===== config.mk =====
export PLATFORM = sky130hd
export DESIGN_NAME = log_timestamp_range_filter_unit
export DESIGN_NICKNAME = d
export VERILOG_FILES = /design/src/sv/ltrf_pkg.sv /design/src/sv/ltrf_cell.sv /design/src/sv/ltrf_order.sv /design/src/sv/log_timestamp_range_filter_unit.sv
export SDC_FILE = /design/constraint.sdc
export NUM_CORES = 1
export LEC_CHECK = 0
export BUFFER_PORTS_ARGS = -buffer_cell sky130_fd_sc_hd__buf_2
export CORE_AREA = 2 2 287 289
export CTS_BUF_LIST = sky130_fd_sc_hd__clkbuf_8
export CTS_CLUSTER_DIAMETER = 150
export CTS_CLUSTER_SIZE = 8
export DETAILED_ROUTE_END_ITERATION = 6
export DIE_AREA = 0 0 289 291
export HOLD_SLACK_MARGIN = 0.15
export MAX_ROUTING_LAYER = met4
export PLACE_DENSITY = 0.39
export SYNTH_ARGS = -nofsm -noshare
export SYNTH_HDL_FRONTEND = slang
export SYNTH_SLANG_ARGS = --single-unit

===== constraint.sdc =====
create_clock -name clk -period 9.39 [get_ports clk]
set_input_delay 2.817 -clock clk [delete_from_list [all_inputs] [get_ports clk]]
set_output_delay 2.817 -clock clk [all_outputs]
set_load 0.05 [all_outputs]

===== src/sv/ltrf_pkg.sv =====
// Shared types, constants and stamp text helpers for the log timestamp range filter.
`timescale 1ns / 1ps

package ltrf_pkg;

    localparam int STAMP_CHARS = 25;
    localparam int COUNT_W = 5;

    localparam logic [7:0] CHAR_AT = 8'h40;
    localparam logic [7:0] CHAR_NL = 8'h0a;

    localparam logic [1:0] REG_START_HIGH = 2'd0;
    localparam logic [1:0] REG_START_LOW  = 2'd1;
    localparam logic [1:0] REG_STOP_HIGH  = 2'd2;
    localparam logic [1:0] REG_STOP_LOW   = 2'd3;

    typedef enum logic [1:0] {
        ORD_EQ = 2'd0,
        ORD_LT = 2'd1,
        ORD_GT = 2'd2
    } order_t;

    function automatic logic [7:0] hex_char(logic [3:0] nib);
        logic [7:0] wide;
        wide = {4'd0, nib};
        if (nib < 4'd10)
            return 8'h30 + wide;
        else
            return 8'h57 + wide;
    endfunction

    // Character at position pos of the stamp text: '@' then 24 hex digits, high word first.
    function automatic logic [7:0] stamp_char(logic [31:0] high, logic [63:0] low,
                                              logic [COUNT_W-1:0] pos);
        logic [COUNT_W-1:0] idx;
        logic [COUNT_W-1:0] lidx;
        logic [3:0] nib;
        idx  = pos - COUNT_W'(1);
        lidx = idx - COUNT_W'(8);
        if (pos == '0)
            return CHAR_AT;
        else if (pos > COUNT_W'(STAMP_CHARS - 1))
            return 8'h00;
        if (idx < COUNT_W'(8))
            nib = high[(3'd7 - idx[2:0]) * 4 +: 4];
        else
            nib = low[(4'd15 - lidx[3:0]) * 4 +: 4];
        return hex_char(nib);
    endfunction

endpackage


===== src/sv/ltrf_cell.sv =====
// One byte cell of the stamp holding chain.
`timescale 1ns / 1ps

module ltrf_cell
(
    input  logic       clk,
    input  logic       load,
    input  logic [7:0] load_data,
    input  logic       shift,
    input  logic [7:0] shift_data,
    output logic [7:0] data
);

    logic [7:0] data_reg;

    always_ff @(posedge clk)
    begin
        if (load)
        begin
            data_reg <= load_data;
        end
        else if (shift)
        begin
            data_reg <= shift_data;
        end
    end

    assign data = data_reg;

endmodule


===== src/sv/ltrf_order.sv =====
// Running lexical order of the held stamp bytes against one bound stamp.
`timescale 1ns / 1ps

module ltrf_order
(
    input  logic                        clk,
    input  logic                        rst_n,
    input  logic                        hold,
    input  logic                        clear,
    input  logic [7:0]                  data_byte,
    input  logic [ltrf_pkg::COUNT_W-1:0] pos,
    input  logic [31:0]                 high,
    input  logic [63:0]                 low,
    output ltrf_pkg::order_t            order
);

    ltrf_pkg::order_t order_reg;
    ltrf_pkg::order_t order_next;
    logic [7:0]       ref_char;

    assign ref_char = ltrf_pkg::stamp_char(high, low, pos);

    always_comb
    begin
        order_next = order_reg;
        if (clear)
        begin
            order_next = ltrf_pkg::ORD_EQ;
        end
        else if (hold && order_reg == ltrf_pkg::ORD_EQ)
        begin
            if (data_byte < ref_char)
                order_next = ltrf_pkg::ORD_LT;
            else if (data_byte > ref_char)
                order_next = ltrf_pkg::ORD_GT;
        end
    end

    always_ff @(posedge clk or negedge rst_n)
    begin
        if (!rst_n)
        begin
            order_reg <= ltrf_pkg::ORD_EQ;
        end
        else
        begin
            order_reg <= order_next;
        end
    end

    assign order = order_reg;

endmodule


===== src/sv/log_timestamp_range_filter_unit.sv =====
// Top level of the log timestamp range filter: line control, stamp chain, output register.
// A byte passed straight through is registered and appears on the output in the cycle after it is accepted.
// Throughput: one input word per cycle while lines pass or drop; a stamp release of
// held bytes (plus the byte that ended the stamp, unless it was end_of_file) holds the input
// while the chain shifts them out one per cycle; output stalls hold the input too.
// Reset (rst_n low, asynchronous): line state cleared, start bound zero, stop bound all ones.
`timescale 1ns / 1ps

module log_timestamp_range_filter_unit
(
    input  logic        clk,
    input  logic        rst_n,
    // s_tdata: [7:0] in_byte; s_tlast: end_of_file
    input  logic        s_tvalid,
    output logic        s_tready,
    input  logic [7:0]  s_tdata,
    input  logic        s_tlast,
    // m_tdata: [7:0] out_byte; m_tlast: last_of_burst
    output logic        m_tvalid,
    input  logic        m_tready,
    output logic [7:0]  m_tdata,
    output logic        m_tlast,
    input  logic        cfg_we,
    input  logic [1:0]  cfg_index,
    input  logic [63:0] cfg_data
);

    localparam int CW = ltrf_pkg::COUNT_W;
    localparam int SC = ltrf_pkg::STAMP_CHARS;

    typedef enum logic [1:0] {
        MODE_START = 2'd0,
        MODE_STAMP = 2'd1,
        MODE_PASS  = 2'd2,
        MODE_DROP  = 2'd3
    } mode_t;

    logic [31:0] start_high_reg;
    logic [63:0] start_low_reg;
    logic [31:0] stop_high_reg;
    logic [63:0] stop_low_reg;

    mode_t          mode_reg, mode_next;
    logic [CW-1:0]  count_reg, count_next;
    logic           burst_reg, burst_next;
    logic [CW-1:0]  left_reg, left_next;
    logic           tail_reg, tail_next;
    logic [7:0]     tail_byte_reg, tail_byte_next;
    logic           m_valid_reg, m_valid_next;
    logic [7:0]     m_data_reg, m_data_next;
    logic           m_last_reg, m_last_next;

    ltrf_pkg::order_t start_order;
    ltrf_pkg::order_t stop_order;

    logic [7:0] cell_data [SC];

    logic out_free;
    logic acc;
    logic is_at;
    logic is_nl;
    logic full;
    logic fails;
    logic hold;
    logic clear_ord;
    logic emit_direct;
    logic burst_start;
    logic step;
    logic shift;

    assign out_free = !m_valid_reg || m_tready;
    assign s_tready = !burst_reg && out_free;
    assign acc      = s_tvalid && s_tready;
    assign is_at    = s_tdata == ltrf_pkg::CHAR_AT;
    assign is_nl    = s_tdata == ltrf_pkg::CHAR_NL;
    assign full     = count_reg == CW'(SC);
    assign fails    = full && (start_order == ltrf_pkg::ORD_LT
                               || stop_order != ltrf_pkg::ORD_LT);

    assign hold = acc && !s_tlast
                  && ((mode_reg == MODE_START && is_at)
                      || (mode_reg == MODE_STAMP && !is_nl && !full));
    assign clear_ord = acc && (s_tlast || (mode_reg == MODE_STAMP && (is_nl || full)));
    assign emit_direct = acc && !s_tlast
                         && ((mode_reg == MODE_START && !is_at) || mode_reg == MODE_PASS);
    assign burst_start = acc && mode_reg == MODE_STAMP && !fails
                         && (s_tlast || is_nl || full);
    assign step  = burst_reg && out_free;
    assign shift = step && left_reg != '0;

    // Stamp chain: write at the fill position, shift toward cell 0 on release.
    for (genvar i = 0; i < SC; i++)
    begin : g_cell
        logic [7:0] shift_in;
        if (i < SC - 1)
        begin : g_mid
            assign shift_in = cell_data[i + 1];
        end
        else
        begin : g_end
            assign shift_in = cell_data[i];
        end
        ltrf_cell u_cell
        (
            .clk        (clk),
            .load       (hold && count_reg == CW'(i)),
            .load_data  (s_tdata),
            .shift      (shift),
            .shift_data (shift_in),
            .data       (cell_data[i])
        );
    end

    ltrf_order u_start_order
    (
        .clk       (clk),
        .rst_n     (rst_n),
        .hold      (hold),
        .clear     (clear_ord),
        .data_byte (s_tdata),
        .pos       (count_reg),
        .high      (start_high_reg),
        .low       (start_low_reg),
        .order     (start_order)
    );

    ltrf_order u_stop_order
    (
        .clk       (clk),
        .rst_n     (rst_n),
        .hold      (hold),
        .clear     (clear_ord),
        .data_byte (s_tdata),
        .pos       (count_reg),
        .high      (stop_high_reg),
        .low       (stop_low_reg),
        .order     (stop_order)
    );

    always_comb
    begin
        mode_next      = mode_reg;
        count_next     = count_reg;
        burst_next     = burst_reg;
        left_next      = left_reg;
        tail_next      = tail_reg;
        tail_byte_next = tail_byte_reg;
        m_valid_next   = m_valid_reg && !m_tready;
        m_data_next    = m_data_reg;
        m_last_next    = m_last_reg;

        if (acc)
        begin
            if (s_tlast)
            begin
                mode_next  = MODE_START;
                count_next = '0;
            end
            else
            begin
                case (mode_reg)
                    MODE_START:
                    begin
                        if (is_at)
                        begin
                            mode_next  = MODE_STAMP;
                            count_next = count_reg + CW'(1);
                        end
                        else
                        begin
                            mode_next = is_nl ? MODE_START : MODE_PASS;
                        end
                    end
                    MODE_STAMP:
                    begin
                        if (is_nl || full)
                        begin
                            count_next = '0;
                            if (is_nl)
                                mode_next = MODE_START;
                            else if (fails)
                                mode_next = MODE_DROP;
                            else
                                mode_next = MODE_PASS;
                        end
                        else
                        begin
                            count_next = count_reg + CW'(1);
                        end
                    end
                    MODE_PASS:
                    begin
                        if (is_nl)
                            mode_next = MODE_START;
                    end
                    MODE_DROP:
                    begin
                        if (is_nl)
                            mode_next = MODE_START;
                    end
                    default:
                    begin
                        mode_next = MODE_START;
                    end
                endcase
            end
        end

        if (emit_direct)
        begin
            m_valid_next = 1'b1;
            m_data_next  = s_tdata;
            m_last_next  = 1'b1;
        end

        if (burst_start)
        begin
            burst_next     = 1'b1;
            left_next      = count_reg;
            tail_next      = !s_tlast;
            tail_byte_next = s_tdata;
        end

        // Release held bytes first, then the byte that ended the stamp.
        if (step)
        begin
            m_valid_next = 1'b1;
            if (left_reg != '0)
            begin
                m_data_next = cell_data[0];
                m_last_next = left_reg == CW'(1) && !tail_reg;
                left_next   = left_reg - CW'(1);
                if (left_reg == CW'(1) && !tail_reg)
                    burst_next = 1'b0;
            end
            else
            begin
                m_data_next = tail_byte_reg;
                m_last_next = 1'b1;
                tail_next   = 1'b0;
                burst_next  = 1'b0;
            end
        end
    end

    always_ff @(posedge clk or negedge rst_n)
    begin
        if (!rst_n)
        begin
            start_high_reg <= '0;
            start_low_reg  <= '0;
            stop_high_reg  <= '1;
            stop_low_reg   <= '1;
            mode_reg       <= MODE_START;
            count_reg      <= '0;
            burst_reg      <= 1'b0;
            left_reg       <= '0;
            tail_reg       <= 1'b0;
            tail_byte_reg  <= '0;
            m_valid_reg    <= 1'b0;
            m_data_reg     <= '0;
            m_last_reg     <= 1'b0;
        end
        else
        begin
            if (cfg_we)
            begin
                case (cfg_index)
                    ltrf_pkg::REG_START_HIGH: start_high_reg <= cfg_data[31:0];
                    ltrf_pkg::REG_START_LOW:  start_low_reg  <= cfg_data;
                    ltrf_pkg::REG_STOP_HIGH:  stop_high_reg  <= cfg_data[31:0];
                    ltrf_pkg::REG_STOP_LOW:   stop_low_reg   <= cfg_data;
                    default:                  start_high_reg <= start_high_reg;
                endcase
            end
            mode_reg      <= mode_next;
            count_reg     <= count_next;
            burst_reg     <= burst_next;
            left_reg      <= left_next;
            tail_reg      <= tail_next;
            tail_byte_reg <= tail_byte_next;
            m_valid_reg   <= m_valid_next;
            m_data_reg    <= m_data_next;
            m_last_reg    <= m_last_next;
        end
    end

    assign m_tvalid = m_valid_reg;
    assign m_tdata  = m_data_reg;
    assign m_tlast  = m_last_reg;

endmodule


# Word-level counts from Yosys, hierarchy flattened
# Cells that the tools add are included.
# W data, S select, Z words.
# totals
register_bits	428
inputBits	80
output_inout_bits	11
word_cells	307
# op_classes
addsub	10
n_lt_le_gt_ge	8
eq_ne	39
n_shift	4
n_mux	98
n_reduce_logical	108
# op_table
op	count
$mux W8	57
$shiftx A64 B33 Y4	2
$shiftx A32 B33 Y4	2
$reduce_bool A2 Y1	27
$eq A5 B5 Y1 const B	10
$logic_and A1 B1 Y1	46
$eq A5 B4 Y1 const B	8
$mux W5	6
$mux W2	14
$eq A5 B3 Y1 const B	4
$add A7 B4 Y8 const A	2
$gt A8 B8 Y1	2
$lt A8 B8 Y1	2
$mux W4	4
$mux W1	15
$add A6 B4 Y7 const A	2
$reduce_and A2 Y1	6
$eq A5 B1 Y1 const B	2
$eq A5 B2 Y1 const B	2
$pmux W5 S2	1
$sub A5 B1 Y5 const B	2
$logic_not A1 Y1	9
$reduce_bool A3 Y1	3
$eq A2 B2 Y1 const B	4
other kinds (21)	35

# Depth between registers and ports, before layout
# logic_depth
depth_word	14
mapped_depth	24
depth_no_buf	17

# By module
# From an unflattened synthesis, not the netlist that was laid out.
# hier_totals
hier_cells	1338
hier_area_um2	21449.3
# by_module_without_submodules
module	instances	cells_each	area_per_inst_um2	seq_area_each_um2
ltrf_cell	25	18	377.9	240.2
log_timestamp_range_filter_unit	1	626	9257.6	5725.5
ltrf_order (u_stop_order)	1	136	1452.6	50.0
ltrf_order (u_start_order)	1	126	1292.5	50.0

# Worst setup path after synthesis
# OpenSTA, ideal clock, no wires.
# synth_path
kind	input to output
from	input port m_tready
to	output port s_tready
arrival_time_ps	3735
required_time_ps	6573
path_slack_ps	2838
cell_stages	2
path_buffers	0
cell_sequence	nand2b_1 nor2b_1
# synth_between
elab_chain_len	2
# synth_rtl
element	line_no	text
from (decl)	log_timestamp_range_filter_unit.sv:20	input logic m_tready,
$logic_or A1 B1 Y1	log_timestamp_range_filter_unit.sv:71	assign out_free = !m_valid_reg || m_tready;
$logic_and A1 B1 Y1	log_timestamp_range_filter_unit.sv:72	assign s_tready = !burst_reg && out_free;
to (decl)	log_timestamp_range_filter_unit.sv:15	output logic s_tready,
# Every way passes these cells.

# Worst setup path after layout
# Ends and elaborated chain as after synthesis.

==> impl_metrics.ini <==
[status]
status = finished, final reports clean

[timing]
timing_hold_violations_final = 0
period_share_pct = 68.0
max_slew_margin_pct = 21.5
fin_crit_ns = 6.38
rsz0062_at_grt = false
maxSlewViolCount = 0
worst_slew_pin_slew_ns = 1.16
setup_viol = 0
max_freq_mhz = 157
setup-tns-final_ns = 0
fin_worst_skew_ns = 0.0571

[place]
io_buffers = 90
dp_hpwl_um = 32000
gp_congestion = 0.746
dp_cells = 2401
placed_area_mm2 = 0.0217

[min_path]
holdPathStages = 1
holdPathEnd = g_cell[13].u_cell.data[5]$_DFFE_PP_
hp-class = register to register
hp-start = g_cell[14].u_cell.data[5]$_DFFE_PP_

[setup_path]
end_kind = primary output
r2r-start = count_reg[0]$_DFFE_PN0P_
path_max_fanout = 4
required_ns = 6.57
max_stage_delay_ns = 0.31
cpMostUsedCell = buf_2
startpoint_type = input pin
crit_type = input pin to primary output
rrSetupSlack_ns = 3.65
cp_slowest_cell = buf_2
timing.critical_path.arrival_ns = 3.57
rr_worst_depth = 16
worst-path-buf-inv = 2
cp_cell_sequence = buf_2 > nand2b_1 > nor2b_1 > buf_2
crit_family = buffers and inverters
r2r-end = u_start_order.order[1]$_DFFE_PN0P_

[routing]
wl_um = 50200
avgViaCountPerCell = 4.44
route.detailed.drc = 0
wl_per_cell_um = 20.0
routed-via-count = 11151
drtIter0Drc = 463
ant_nets = 0
firstDrtPassIters = 7

[synth]
syn_inst = 1298
synthArstFlopShare_pct = 53.3
synth_ff_type = edfxtp_1
ys_ff_latch = 428
synthesis.area_mm2 = 0.0201
ys_types = 72
syn_area_per_cell_um2 = 15.5
ys_seq_area_share_pct = 59.0
synth_warnings = 0
syn_nets = 1399
synth_edf_count = 200

[final_layout]
synthToLayoutAreaGrowth_pct = 13.4
largest_reg_flops = 200
final_cells = 2509
num-nets-final = 1493
nFillCells = 8287
register_area_mm2 = 0.0118
multiInputGateArea_mm2 = 0.00789
fin_area_mm2 = 0.0228
drive_gt1_share_pct = 47.8

[floorplan]
io_pins = 91
die_w_um = 289
core-area_mm2 = 0.0812
initial_core_util_pct = 24.7
die_area_mm2 = 0.0841
rows = 105
chipHeight_um = 291

[clocking]
post_cts_resize_count = 0
cts_setup_buffers = 0
worstSkewPairLatency_ns = 0.70
cts_tree = done
cts_inserted_buffers = 59
htreeDepth = 2
cts_hold_buffers = 0
cts.reportedPaths.clkPinSlew_ns = 0.07
cts-root-buf = clkbuf_8
cts.sink_count = 428
clockBufferDepth = 3

[global_route]
grt_max_degree = 168
grt-ovfl-total = 0
grt_pass1_wl_um = 77400
grtUsageTotal_pct = 12.4
first_global_vias = 12041
antenna_found_initial = 12

[pwr]
p_per_area_mw_per_mm2 = 258
ir_drop_mv = 0.0945
power_mw = 5.86
power.leakage_nw = 8.48

[job]
maxCapViolCount = 0
-- final cells by class --
| cell class | instances | area share (%) |
|---|---|---|
| Antenna cell | 12 | 0.132 |
| Inverter | 14 | 0.231 |
| Clock inverter | 36 | 0.753 |
| Sequential cell | 428 | 52.0 |
| Clock buffer | 60 | 3.63 |
| Multi-Input combinational cell | 781 | 34.7 |
| Tap cell | 1070 | 5.88 |
| Timing Repair Buffer | 108 | 2.67 |
-- per-stage QoR --
step	utilization [%]	worst slack (ns)	hold slack, ns
after global routing	28.0	2.94	0.510
after global placement	26.8	2.82	0.478
final	28.0	3.01	0.484
after CTS	28.0	3.01	0.474
after detailed placement	26.8	2.74	0.490
after floorplan	-	2.84	0.451
-- cell usage in the layout, fill, tap and decap left out, types with 31 or more instances in the layout --
cell type / instances
mux2_2: 329
edfxtp_1: 200
dfrtp_1: 131
dfstp_2: 96
buf_2: 89
mux2_1: 62
clkbuf_8: 60
inv_1: 46
mux4_2: 45
nand2_1: 44
mux2i_1: 31
-- report_power, final --
| group | total [mW] | switching, mW | leakage, nW | internal [mW] |
|---|---|---|---|---|
| registers | 2.94 | 0.223 | 4.50 | 2.72 |
| clock network | 1.33 | 0.737 | 0.627 | 0.592 |
| logic | 1.59 | 0.887 | 3.35 | 0.702 |
-- cells by family after synthesis --
| group | count (synthesis) | share of synthesized area (%) |
|---|---|---|
| compound gates | 107 | 3.51 |
| xor+xnor | 7 | 0.380 |
| fa+ha+maj | 21 | 1.31 |
| buf+inv | 89 | 1.90 |
| flops | 428 | 59.0 |
| mux | 467 | 28.5 |
| simple gates | 179 | 5.40 |
-- metal layers --
layer	global-route usage (%)	wire length (um)
met5	-	0
met4	3.52	1260
met3	2.59	2330
met2	19.9	24400
met1	15.9	22300
-- worst max path at each step --
stage	start	end	slack (ns)	cells after the start
floorplan	m_tready	s_tready	2.84	2
global placement	s_tdata[6]	g_cell[23].u_cell.data[0]$_DFFE_PP_	2.82	8
detailed placement	s_tdata[6]	g_cell[23].u_cell.data[1]$_DFFE_PP_	2.74	8
CTS	m_tready	s_tready	3.01	4
global route	m_tready	s_tready	2.94	4
finish	m_tready	s_tready	3.01	4
-- cell usage after synthesis (23+ instances only) --
cell	n	area share [%]
edfxtp_1	200	30
a21oi_1	23	0.57
nand2_1	44	0.82
dfrtp_1	132	16
mux2_2	329	18
mux2_1	62	3.5
o21ai_0	31	0.77
mux4_2	45	5.1
nor2_1	30	0.56
clkbuf_1	53	0.99
dfstp_2	96	13
mux2i_1	31	1.5
(Power assumes the default switching activity.)
